## config.mk

```make
export PLATFORM = sky130hd
export DESIGN_NAME = store_load_alias_detector_flat
export DESIGN_NICKNAME = d
export VERILOG_FILES = /design/src/sla_pkg.sv /design/src/sla_if.sv /design/src/sla_front.sv /design/src/sla_back.sv /design/src/store_load_alias_detector.sv /design/src/flat_wrapper.sv
export SDC_FILE = /design/constraint.sdc
export NUM_CORES = 1
export LEC_CHECK = 0
export BUFFER_PORTS_ARGS = -buffer_cell sky130_fd_sc_hd__buf_2
export CELL_PAD_IN_SITES_DETAIL_PLACEMENT = 0
export CELL_PAD_IN_SITES_GLOBAL_PLACEMENT = 1
export CORE_MARGIN = 3
export CORE_UTILIZATION = 54
export DETAILED_ROUTE_END_ITERATION = 16
export MAX_ROUTING_LAYER = met4
export PLACE_DENSITY = 0.87
export SLEW_MARGIN = 20
export SYNTH_ARGS = -nofsm -noshare
export SYNTH_HDL_FRONTEND = slang
export SYNTH_SLANG_ARGS = --single-unit
```

## constraint.sdc

```tcl
create_clock -name clk -period 5.4 [get_ports clk]
set_input_delay 0.27 -clock clk [delete_from_list [all_inputs] [get_ports clk]]
set_output_delay 0.27 -clock clk [all_outputs]
set_load 0.02 [all_outputs]
```

## src/sla_pkg.sv

```systemverilog
// Shared types, constants and the access decoder of the store/load alias detector.
// No dependencies; every other file of the block imports this package.
package sla_pkg;

	localparam int WORD_W          = 32;
	localparam int KEY_W           = 41;
	localparam int HELD_W          = 6;
	localparam int MAX_STORES_DEF  = 32;
	localparam int QDEPTH          = 2;
	localparam int KEY_UNSCALED    = 40;

	localparam logic [WORD_W-1:0] UIMM_MASK  = 32'h3B00_0000;
	localparam logic [WORD_W-1:0] UIMM_MATCH = 32'h3900_0000;
	localparam logic [WORD_W-1:0] UNSC_MASK  = 32'h3B20_0C00;
	localparam logic [WORD_W-1:0] UNSC_MATCH = 32'h3800_0000;
	localparam logic [1:0]        OPC_STORE  = 2'b00;

	typedef struct packed {
		logic             first;
		logic             last;
		logic             is_store;
		logic             is_load;
		logic [KEY_W-1:0] key;
	} access_t;

	typedef enum logic [0:0] {
		ST_IDLE,
		ST_SRCH
	} back_state_t;

	// Classify one word; first/last are filled in by the caller.
	function automatic access_t decode_access(input logic [WORD_W-1:0] w);
		access_t a;
		a = '0;
		a.key[25:24] = w[31:30];
		a.key[16:12] = w[9:5];
		if ((w & UIMM_MASK) == UIMM_MATCH) begin
			a.key[11:0] = w[21:10];
			a.is_store  = (w[23:22] == OPC_STORE);
			a.is_load   = (w[23:22] != OPC_STORE);
		end else if ((w & UNSC_MASK) == UNSC_MATCH) begin
			a.key[KEY_UNSCALED] = 1'b1;
			a.key[8:0]          = w[20:12];
			a.is_store          = (w[23:22] == OPC_STORE);
			a.is_load           = (w[23:22] != OPC_STORE);
		end
		return a;
	endfunction

endpackage

```

## src/sla_if.sv

```systemverilog
// Valid/ready channel interfaces: instruction words in, scan results out.
// Depends on sla_pkg for field widths.
interface sla_in_if import sla_pkg::*; ();
	logic              valid;
	logic              ready;
	logic [WORD_W-1:0] instruction_word;
	logic              first_of_body;
	logic              last_of_body;

	modport source(output valid, instruction_word, first_of_body, last_of_body, input ready);
	modport sink(input valid, instruction_word, first_of_body, last_of_body, output ready);
endinterface

interface sla_out_if import sla_pkg::*; ();
	logic              valid;
	logic              ready;
	logic              hazard_found;
	logic              scan_done;
	logic [HELD_W-1:0] stores_held;

	modport source(output valid, hazard_found, scan_done, stores_held, input ready);
	modport sink(input valid, hazard_found, scan_done, stores_held, output ready);
endinterface

```

## src/sla_front.sv

```systemverilog
// Front end: accepts instruction words, decodes them into access records, queues them.
// Depends on sla_pkg and sla_if.
module sla_front import sla_pkg::*; (
	input  logic      clk,
	input  logic      arst_n,
	sla_in_if.sink    insn,
	output access_t   acc,
	output logic      acc_valid,
	input  logic      acc_ready
);

	localparam int PTR_W = (QDEPTH > 1) ? $clog2(QDEPTH) : 1;
	localparam int CNT_W = $clog2(QDEPTH + 1);
	localparam logic [PTR_W-1:0] LAST_PTR = PTR_W'(QDEPTH - 1);
	localparam logic [CNT_W-1:0] FULL_CNT = CNT_W'(QDEPTH);

	access_t          entry_q [QDEPTH];
	logic [PTR_W-1:0] wr_ptr_q, rd_ptr_q;
	logic [CNT_W-1:0] cnt_q;
	access_t          dec;
	logic             push, pop;

	always_comb begin
		dec       = decode_access(insn.instruction_word);
		dec.first = insn.first_of_body;
		dec.last  = insn.last_of_body;
	end

	assign insn.ready = (cnt_q != FULL_CNT);
	assign push       = insn.valid && insn.ready;
	assign acc_valid  = (cnt_q != '0);
	assign pop        = acc_valid && acc_ready;
	assign acc        = entry_q[rd_ptr_q];

	always_ff @(posedge clk) begin
		if (push) begin
			entry_q[wr_ptr_q] <= dec;
		end
	end

	always_ff @(posedge clk or negedge arst_n) begin
		if (!arst_n) begin
			wr_ptr_q <= '0;
			rd_ptr_q <= '0;
			cnt_q    <= '0;
		end else begin
			if (push) begin
				wr_ptr_q <= (wr_ptr_q == LAST_PTR) ? '0 : wr_ptr_q + PTR_W'(1);
			end
			if (pop) begin
				rd_ptr_q <= (rd_ptr_q == LAST_PTR) ? '0 : rd_ptr_q + PTR_W'(1);
			end
			unique case ({push, pop})
				2'b10:   cnt_q <= cnt_q + CNT_W'(1);
				2'b01:   cnt_q <= cnt_q - CNT_W'(1);
				default: cnt_q <= cnt_q;
			endcase
		end
	end

endmodule

```

## src/sla_back.sv

```systemverilog
// Back end: store key table, sequential load search, sticky hazard flag, result register.
// Depends on sla_pkg and sla_if.
module sla_back import sla_pkg::*; #(
	parameter int MAX_STORES = MAX_STORES_DEF
) (
	input  logic      clk,
	input  logic      arst_n,
	input  access_t   acc,
	input  logic      acc_valid,
	output logic      acc_ready,
	sla_out_if.source result
);

	localparam int CNT_W = $clog2(MAX_STORES + 1);
	localparam int IDX_W = (MAX_STORES > 1) ? $clog2(MAX_STORES) : 1;
	localparam logic [CNT_W-1:0] MAX_CNT = CNT_W'(MAX_STORES);

	logic [KEY_W-1:0] mem [MAX_STORES];
	logic [KEY_W-1:0] rd_data_q;

	back_state_t      state_q, state_d;
	logic [CNT_W-1:0] count_q, count_d, idx_q, idx_d, cnt_base;
	logic             hazard_q, hazard_d, haz_base;
	logic [KEY_W-1:0] key_q, key_d;
	logic             last_q, last_d;
	logic             pop, mem_we, mem_re, out_load, out_last, out_free, hit;
	logic [IDX_W-1:0] rd_addr;

	logic              out_valid_q;
	logic              hazard_found_q, scan_done_q;
	logic [HELD_W-1:0] stores_held_q;

	assign out_free  = !out_valid_q || result.ready;
	assign acc_ready = pop;
	assign hit       = (rd_data_q == key_q);

	always_comb begin
		state_d  = state_q;
		count_d  = count_q;
		hazard_d = hazard_q;
		idx_d    = idx_q;
		key_d    = key_q;
		last_d   = last_q;
		pop      = 1'b0;
		mem_we   = 1'b0;
		mem_re   = 1'b0;
		rd_addr  = '0;
		out_load = 1'b0;
		out_last = last_q;
		cnt_base = acc.first ? '0 : count_q;
		haz_base = acc.first ? 1'b0 : hazard_q;
		unique case (state_q)
			ST_IDLE: begin
				if (acc_valid && out_free) begin
					pop      = 1'b1;
					count_d  = cnt_base;
					hazard_d = haz_base;
					out_last = acc.last;
					key_d    = acc.key;
					last_d   = acc.last;
					if (acc.is_store) begin
						out_load = 1'b1;
						if (cnt_base < MAX_CNT) begin
							mem_we  = 1'b1;
							count_d = cnt_base + CNT_W'(1);
						end
					end else if (acc.is_load && cnt_base != '0 && !haz_base) begin
						mem_re  = 1'b1;
						idx_d   = CNT_W'(1);
						state_d = ST_SRCH;
					end else begin
						out_load = 1'b1;
					end
				end
			end
			ST_SRCH: begin
				if (hit || idx_q == count_q) begin
					hazard_d = hazard_q | hit;
					out_load = 1'b1;
					state_d  = ST_IDLE;
				end else begin
					mem_re  = 1'b1;
					rd_addr = idx_q[IDX_W-1:0];
					idx_d   = idx_q + CNT_W'(1);
				end
			end
		endcase
	end

	always_ff @(posedge clk) begin
		if (mem_we) begin
			mem[cnt_base[IDX_W-1:0]] <= acc.key;
		end
		if (mem_re) begin
			rd_data_q <= mem[rd_addr];
		end
	end

	always_ff @(posedge clk) begin
		key_q  <= key_d;
		last_q <= last_d;
		idx_q  <= idx_d;
		if (out_load) begin
			hazard_found_q <= hazard_d;
			scan_done_q    <= out_last;
			stores_held_q  <= HELD_W'(count_d);
		end
	end

	always_ff @(posedge clk or negedge arst_n) begin
		if (!arst_n) begin
			state_q     <= ST_IDLE;
			count_q     <= '0;
			hazard_q    <= 1'b0;
			out_valid_q <= 1'b0;
		end else begin
			state_q  <= state_d;
			count_q  <= count_d;
			hazard_q <= hazard_d;
			if (out_load) begin
				out_valid_q <= 1'b1;
			end else if (result.ready) begin
				out_valid_q <= 1'b0;
			end
		end
	end

	assign result.valid        = out_valid_q;
	assign result.hazard_found = hazard_found_q;
	assign result.scan_done    = scan_done_q;
	assign result.stores_held  = stores_held_q;

	a_count_bound: assert property (@(posedge clk) disable iff (!arst_n)
		count_q <= MAX_CNT)
		else $error("store count above table depth");

	a_srch_idx: assert property (@(posedge clk) disable iff (!arst_n)
		state_q == ST_SRCH |-> (idx_q != '0 && idx_q <= count_q))
		else $error("search index outside held entries");

	a_srch_no_out: assert property (@(posedge clk) disable iff (!arst_n)
		state_q == ST_SRCH |-> !out_valid_q)
		else $error("result pending during table search");

	a_pop_free: assert property (@(posedge clk) disable iff (!arst_n)
		pop |-> (state_q == ST_IDLE && out_free))
		else $error("record taken while back end busy");

endmodule

```

## src/store_load_alias_detector.sv

```systemverilog
// Top level of the store/load alias detector: front decoder/queue and back table search.
// Depends on sla_pkg, sla_if, sla_front and sla_back.
//
//  channel  dir  transaction      fields
//  insn     in   one word         instruction_word[31:0], first_of_body, last_of_body
//  result   out  one per word     hazard_found, scan_done, stores_held[5:0]
//
// Stores, loads that need no lookup and other words go straight to the result register.
// A load with N held keys and a clear flag is searched one table entry per cycle
// through the single read port; the scan stops at the first match.
// Reset clears queue, store count, hazard flag and result valid; table contents stay.
// A two-entry queue lets the front take words while the back end scans or the
// result register waits; the back end takes a record only when the result can move.
module store_load_alias_detector import sla_pkg::*; #(
	parameter int MAX_STORES = MAX_STORES_DEF
) (
	input  logic      clk,
	input  logic      arst_n,
	sla_in_if.sink    insn,
	sla_out_if.source result
);

	access_t acc;
	logic    acc_valid, acc_ready;

	sla_front u_front (
		.clk       (clk),
		.arst_n    (arst_n),
		.insn      (insn),
		.acc       (acc),
		.acc_valid (acc_valid),
		.acc_ready (acc_ready)
	);

	sla_back #(
		.MAX_STORES (MAX_STORES)
	) u_back (
		.clk       (clk),
		.arst_n    (arst_n),
		.acc       (acc),
		.acc_valid (acc_valid),
		.acc_ready (acc_ready),
		.result    (result)
	);

endmodule

```

## src/flat_wrapper.sv

```systemverilog
// flat-port wrapper written by rule: the top's interface ports become plain ports
module store_load_alias_detector_flat import sla_pkg::*;
#(
	parameter int MAX_STORES = MAX_STORES_DEF
)
  (clk, arst_n, insn_valid, insn_instruction_word, insn_first_of_body, insn_last_of_body, insn_ready, result_valid, result_hazard_found, result_scan_done, result_stores_held, result_ready);
  sla_in_if insn_i ();
  sla_out_if result_i ();
  input  logic clk;
  input  logic arst_n;
  input wire logic [$bits(insn_i.valid)-1:0] insn_valid;
  input wire logic [$bits(insn_i.instruction_word)-1:0] insn_instruction_word;
  input wire logic [$bits(insn_i.first_of_body)-1:0] insn_first_of_body;
  input wire logic [$bits(insn_i.last_of_body)-1:0] insn_last_of_body;
  output wire logic [$bits(insn_i.ready)-1:0] insn_ready;
  output wire logic [$bits(result_i.valid)-1:0] result_valid;
  output wire logic [$bits(result_i.hazard_found)-1:0] result_hazard_found;
  output wire logic [$bits(result_i.scan_done)-1:0] result_scan_done;
  output wire logic [$bits(result_i.stores_held)-1:0] result_stores_held;
  input wire logic [$bits(result_i.ready)-1:0] result_ready;
  assign insn_i.valid = insn_valid;
  assign insn_i.instruction_word = insn_instruction_word;
  assign insn_i.first_of_body = insn_first_of_body;
  assign insn_i.last_of_body = insn_last_of_body;
  assign insn_ready = insn_i.ready;
  assign result_valid = result_i.valid;
  assign result_hazard_found = result_i.hazard_found;
  assign result_scan_done = result_i.scan_done;
  assign result_stores_held = result_i.stores_held;
  assign result_i.ready = result_ready;
  store_load_alias_detector #(.MAX_STORES(MAX_STORES)) u_core (.clk(clk), .arst_n(arst_n), .insn(insn_i), .result(result_i));
endmodule
```

==> metrics.md <==
| Metric | Value |
|---|---|
| Vias | 17,130 |
| Clock Path Buffers | 3 |
| Register area share after synthesis | 0.7671 |
| Post-route antenna net violation count | 0 |
| Area grow syn2layout | 12.68% |
| Leakage | between 10 and 15 nW |
| Syn nets | 1,906 |
| Starting Density | 0.5470 |
| CTS Buf Count | 74 |
| GR peak layer | met2 |
| Worst-Margin Slew | 1.113 ns |
| First DRT Iteration DRCs | 2,213 |
| IO buf count | between 40 and 50 |
| Largest net degree at the start of global routing | 85 |
| Resize count post-CTS | 0 |
| CTS root buf | clkbuf_16 |
| CP Cell Sequence | xor2_1 > nor4_4 > a21oi_1 > o21ai_4 > buf_4 > buf_4 > nand2_1 > nand3_1 > nand4_1 > nor4_2 |
| Met2 Usage GRT | 0.4107 |
| Mapped Area | 29,500 um2 |
| Largest vdd supply drop | 0.0006133 V |
| Final Hold Fails | 0 |
| Max-slew headroom | 0.2523 |
| Nets | 1,997 |
| Slowest stage delay, CP | 0.65 ns |
| Post-Route Utilization | 0.6164 |
| M3 GR Usage | 0.04134 |
| CP top delay family | simple AND/OR/NAND/NOR gates |
| Max-cap violation count | 0 |
| Count of buffer and inverter cells on the critical path | 2 |
| Crit. End Element | flip-flop |
| Cell row count | 85 |
| Fillcell total | 3,683 |
| Routed WL | 71,460 um |
| CP most frequent cell | buf_4 |
| Top Ports | 48 |
| Setup repair bufs after CTS | 0 |
| Synth warn | 0 |
| WP data arrival | 4.32 ns |
| Max Slew Vio Count | 0 |
| GRT Total Usage | 0.2580 |
| Initial antenna violation count | 3 |
| RSZ-0062 raised after global routing | no |
| Final period util | 0.7211 |
| Post-layout instance area | 33,240 um2 |
| Placed inst area | between 30,000 and 40,000 um2 |
| CTS Sinks | 756 |
| Run status | finished clean |
| Remaining global-route overflow | 0 |
| Power per standard cell area | 510.9 nW/um2 |
| CTS tree | done |
| Worst Skew | between 0.02 and 0.025 ns |
| Wire per inst | 26.46 um |
| Non-Filler Instances | 2,701 |
| Achievable Freq | 0.2568 GHz |
| CP Class | flip-flop to flip-flop |
| Final HPWL DP | just over 40,000 um |
| Horiz. Die Dim | 239.7 um |
| Met1 usage | 0.3359 |
| EDFF count, synth | 742 |
| Worst Hold Class | input pin to flip-flop |
| First-pass GRT wire length | about 100,000 um |
| Via density per instance | 6.341 |
| CTS Hold Bufs | 21 |
| Die Y | 239.7 um |
| Critical path peak fanout | 56 |
| #FFs+latches synth | 756 |
| Final setup fails | 0 |
| DRC viols | 0 |
| Req. time, crit path | approximately 5.8 ns |
| Later-pin clock latency in the skew report | slightly above 0.6 ns |
| Post-placement cell count | 2,550 |
| Clock transition at the registers of the reported paths | about 0.060 ns |
| Slowest-stage cell, CP | buf_4 |
| Top FF cell, synth | edfxtp_1 |
| Pre-Repair DR Iteration Count | 6 |
| Synthesized area per cell | 15.84 um2 |
| H-tree Lvls | 3 |
| Cell count after synthesis | between 1,500 and 2,000 |
| CP Launch Type | flip-flop |
| TNS Setup | 0 ns |
| Worst hold margin | 0.02247 ns |
| Share of cells above drive strength 1 | 0.1592 |
| Full die area | between 50,000 and 60,000 um2 |
| Synth cell types | 58 |
| Final min period | 3.894 ns |
| Gpl congestion | ~0.89 |
| Synth async-reset ratio | 0.01720 |
| Core area | about 54,000 um2 |
| Number of global-route vias before repair | approximately 17,000 |
[kinds of logic after synthesis]
kind of cell / Yosys count / share of synthesized area
AO/OA/AOI/OAI: 300 / 0.07907
XOR/XNOR: 35 / 0.01039
adder cells (fa/ha/maj): 6 / 0.002545
buffers and inverters: 117 / 0.01837
flip-flops: 756 / 0.7671
multiplexers: 92 / 0.03220
AND/OR/NAND/NOR: 556 / 0.09031
[synth_stat cells (2+ instances only)]
cell         n  area (um2)
xnor2_1      5       43.79
mux2_2      23       259.0
buf_4        6       45.04
and3_1       4       25.02
a32o_1       2       20.02
nand2_1    288        1081
o22ai_1     19       118.9
a22oi_1     82       615.6
ha_1         6       75.07
nor2_1      59       221.5
nor2b_1      3       18.77
nand4_1     24       150.1
o31ai_1      3       22.52
buf_6        4       45.04
a21oi_1     43       215.2
nor4_1      10       62.56
a221o_1     21       210.2
a22o_1      10       87.58
edfxtp_1   742       22280
nor3_1       4       20.02
a21boi_0     2       15.01
o21ai_0      8       40.04
dfrtp_1     13       325.3
nor3_2       3       30.03
a31oi_1     21       131.4
a2bb2oi_1   38       332.8
mux2i_1     69       690.7
nand2b_1     4       25.02
o221a_1      2       22.52
buf_2       40       200.2
clkbuf_1    60       225.2
or3_1        2       12.51
inv_1        6       22.52
and2_1       7       43.79
xor2_1      30       262.8
nor4_2      18       225.2
nand3_1    119       595.6
a32oi_1     22       192.7
o221a_2     18       202.7
nor4_4       4       85.08
[through the flow]
step / total power, W / setup slack (ns)
after CTS: 0.01697 / 1.528
after floorplan: 0.01052 / 1.492
after detailed placement: 0.01206 / 1.559
final: 0.01698 / 1.506
after global routing: 0.01754 / 1.294
after global placement: 0.01192 / 1.668
[power breakdown]
group | internal [W] | switching, W
Clock | 0.00284 | 0.00210
Combinational | 0.00107 | 0.00309
Sequential | 0.00768 | 0.000199
Total | 0.0116 | 0.00538
[registers in the layout, summed over array words and instances, names as in the netlist]
name,cells
u_core.u_back.result.stores_held,6
u_core.u_back.state_q,1
u_core.u_back.idx_q,6
u_core.u_back.key_q,20
u_core.u_back.result.valid,1
u_core.u_back.result.hazard_found,1
u_core.u_back.hazard_q,1
u_core.u_front.rd_ptr_q,1
u_core.u_front.wr_ptr_q,1
u_core.u_back.count_q,6
u_core.u_back.rd_data_q,20
u_core.u_front.cnt_q,2
u_core.u_front.entry_q,48
u_core.u_back.mem,640
u_core.u_back.result.scan_done,1
u_core.u_back.last_q,1
[cell usage in the layout, fill, tap and decap left out, drive strengths merged, types with 7 or more instances in the layout]
cell and n:
nor4 32, a32oi 22, xor2 30, mux2 23, nand4 24, nor3 7
buf 105, and2 7, o221a 20, nand2 290, clkbuf 93, edfxtp 742
a22o 10, nand3 120, o21ai 10, a22oi 82, o22ai 19, inv 10
a2bb2oi 38, mux2i 69, clkinv 23, dfrtp 13, nor2 59, a21oi 43
a221o 21, dlygate4sd3 21, a31oi 21
[routing by layer]
layer / vias to the layer above / share of wire
met2: 907 / 0.49
met4: 0 / 0.035
li1: 7456 / -
met3: 168 / 0.091
met1: 8596 / 0.38
met5: - / 0
[worst register-to-register path, stage by stage (launching register included)]
cell and delay, ns:
edfxtp_1 0.55, xor2_1 0.23, nor4_4 0.38, a21oi_1 0.26, o21ai_4 0.17, buf_4 0.46, buf_4 0.66, nand2_1 0.16
nand3_1 0.12, nand4_1 0.35, nor4_2 0.37
[area by class of cell]
class                           instances  area, um2  share of cell area
Sequential cell                       756      22630              0.6808
Tap cell                              696      870.8             0.02620
Inverter                                6      22.52           0.0006776
Timing Repair Buffer                  126      912.1             0.02744
Clock buffer                           93       1944             0.05850
Antenna cell                            1      2.502          0.00007529
Multi-Input combinational cell        989       6504              0.1957
Clock inverter                         34      354.1             0.01065
[final timing paths]
path / endpoint / from / slack (ns) / depth (start not counted)
worst max-delay path: u_core.u_back.rd_data_q[12]$_DFFE_PP_ / u_core.u_back.idx_q[4]$_SDFFCE_PN0P_ / 1.51 / 10
worst min-delay path: u_core.u_front.entry_q[1][20]$_DFFE_PP_ / insn_instruction_word[22] / 0.02 / 3
worst max register to register: u_core.u_back.rd_data_q[12]$_DFFE_PP_ / u_core.u_back.idx_q[4]$_SDFFCE_PN0P_ / 1.51 / 10
worst min register to register: u_core.u_back.result.valid$_DFFE_PN0P_ / u_core.u_back.result.valid$_DFFE_PN0P_ / 0.50 / 2
max in group asynchronous: u_core.u_front.rd_ptr_q$_DFFE_PN0P_ / arst_n / 5.09 / 2
min in group asynchronous: u_core.u_front.wr_ptr_q$_DFFE_PN0P_ / arst_n / 0.08 / 2
No activity file was read; power rests on OpenSTA's default activity.
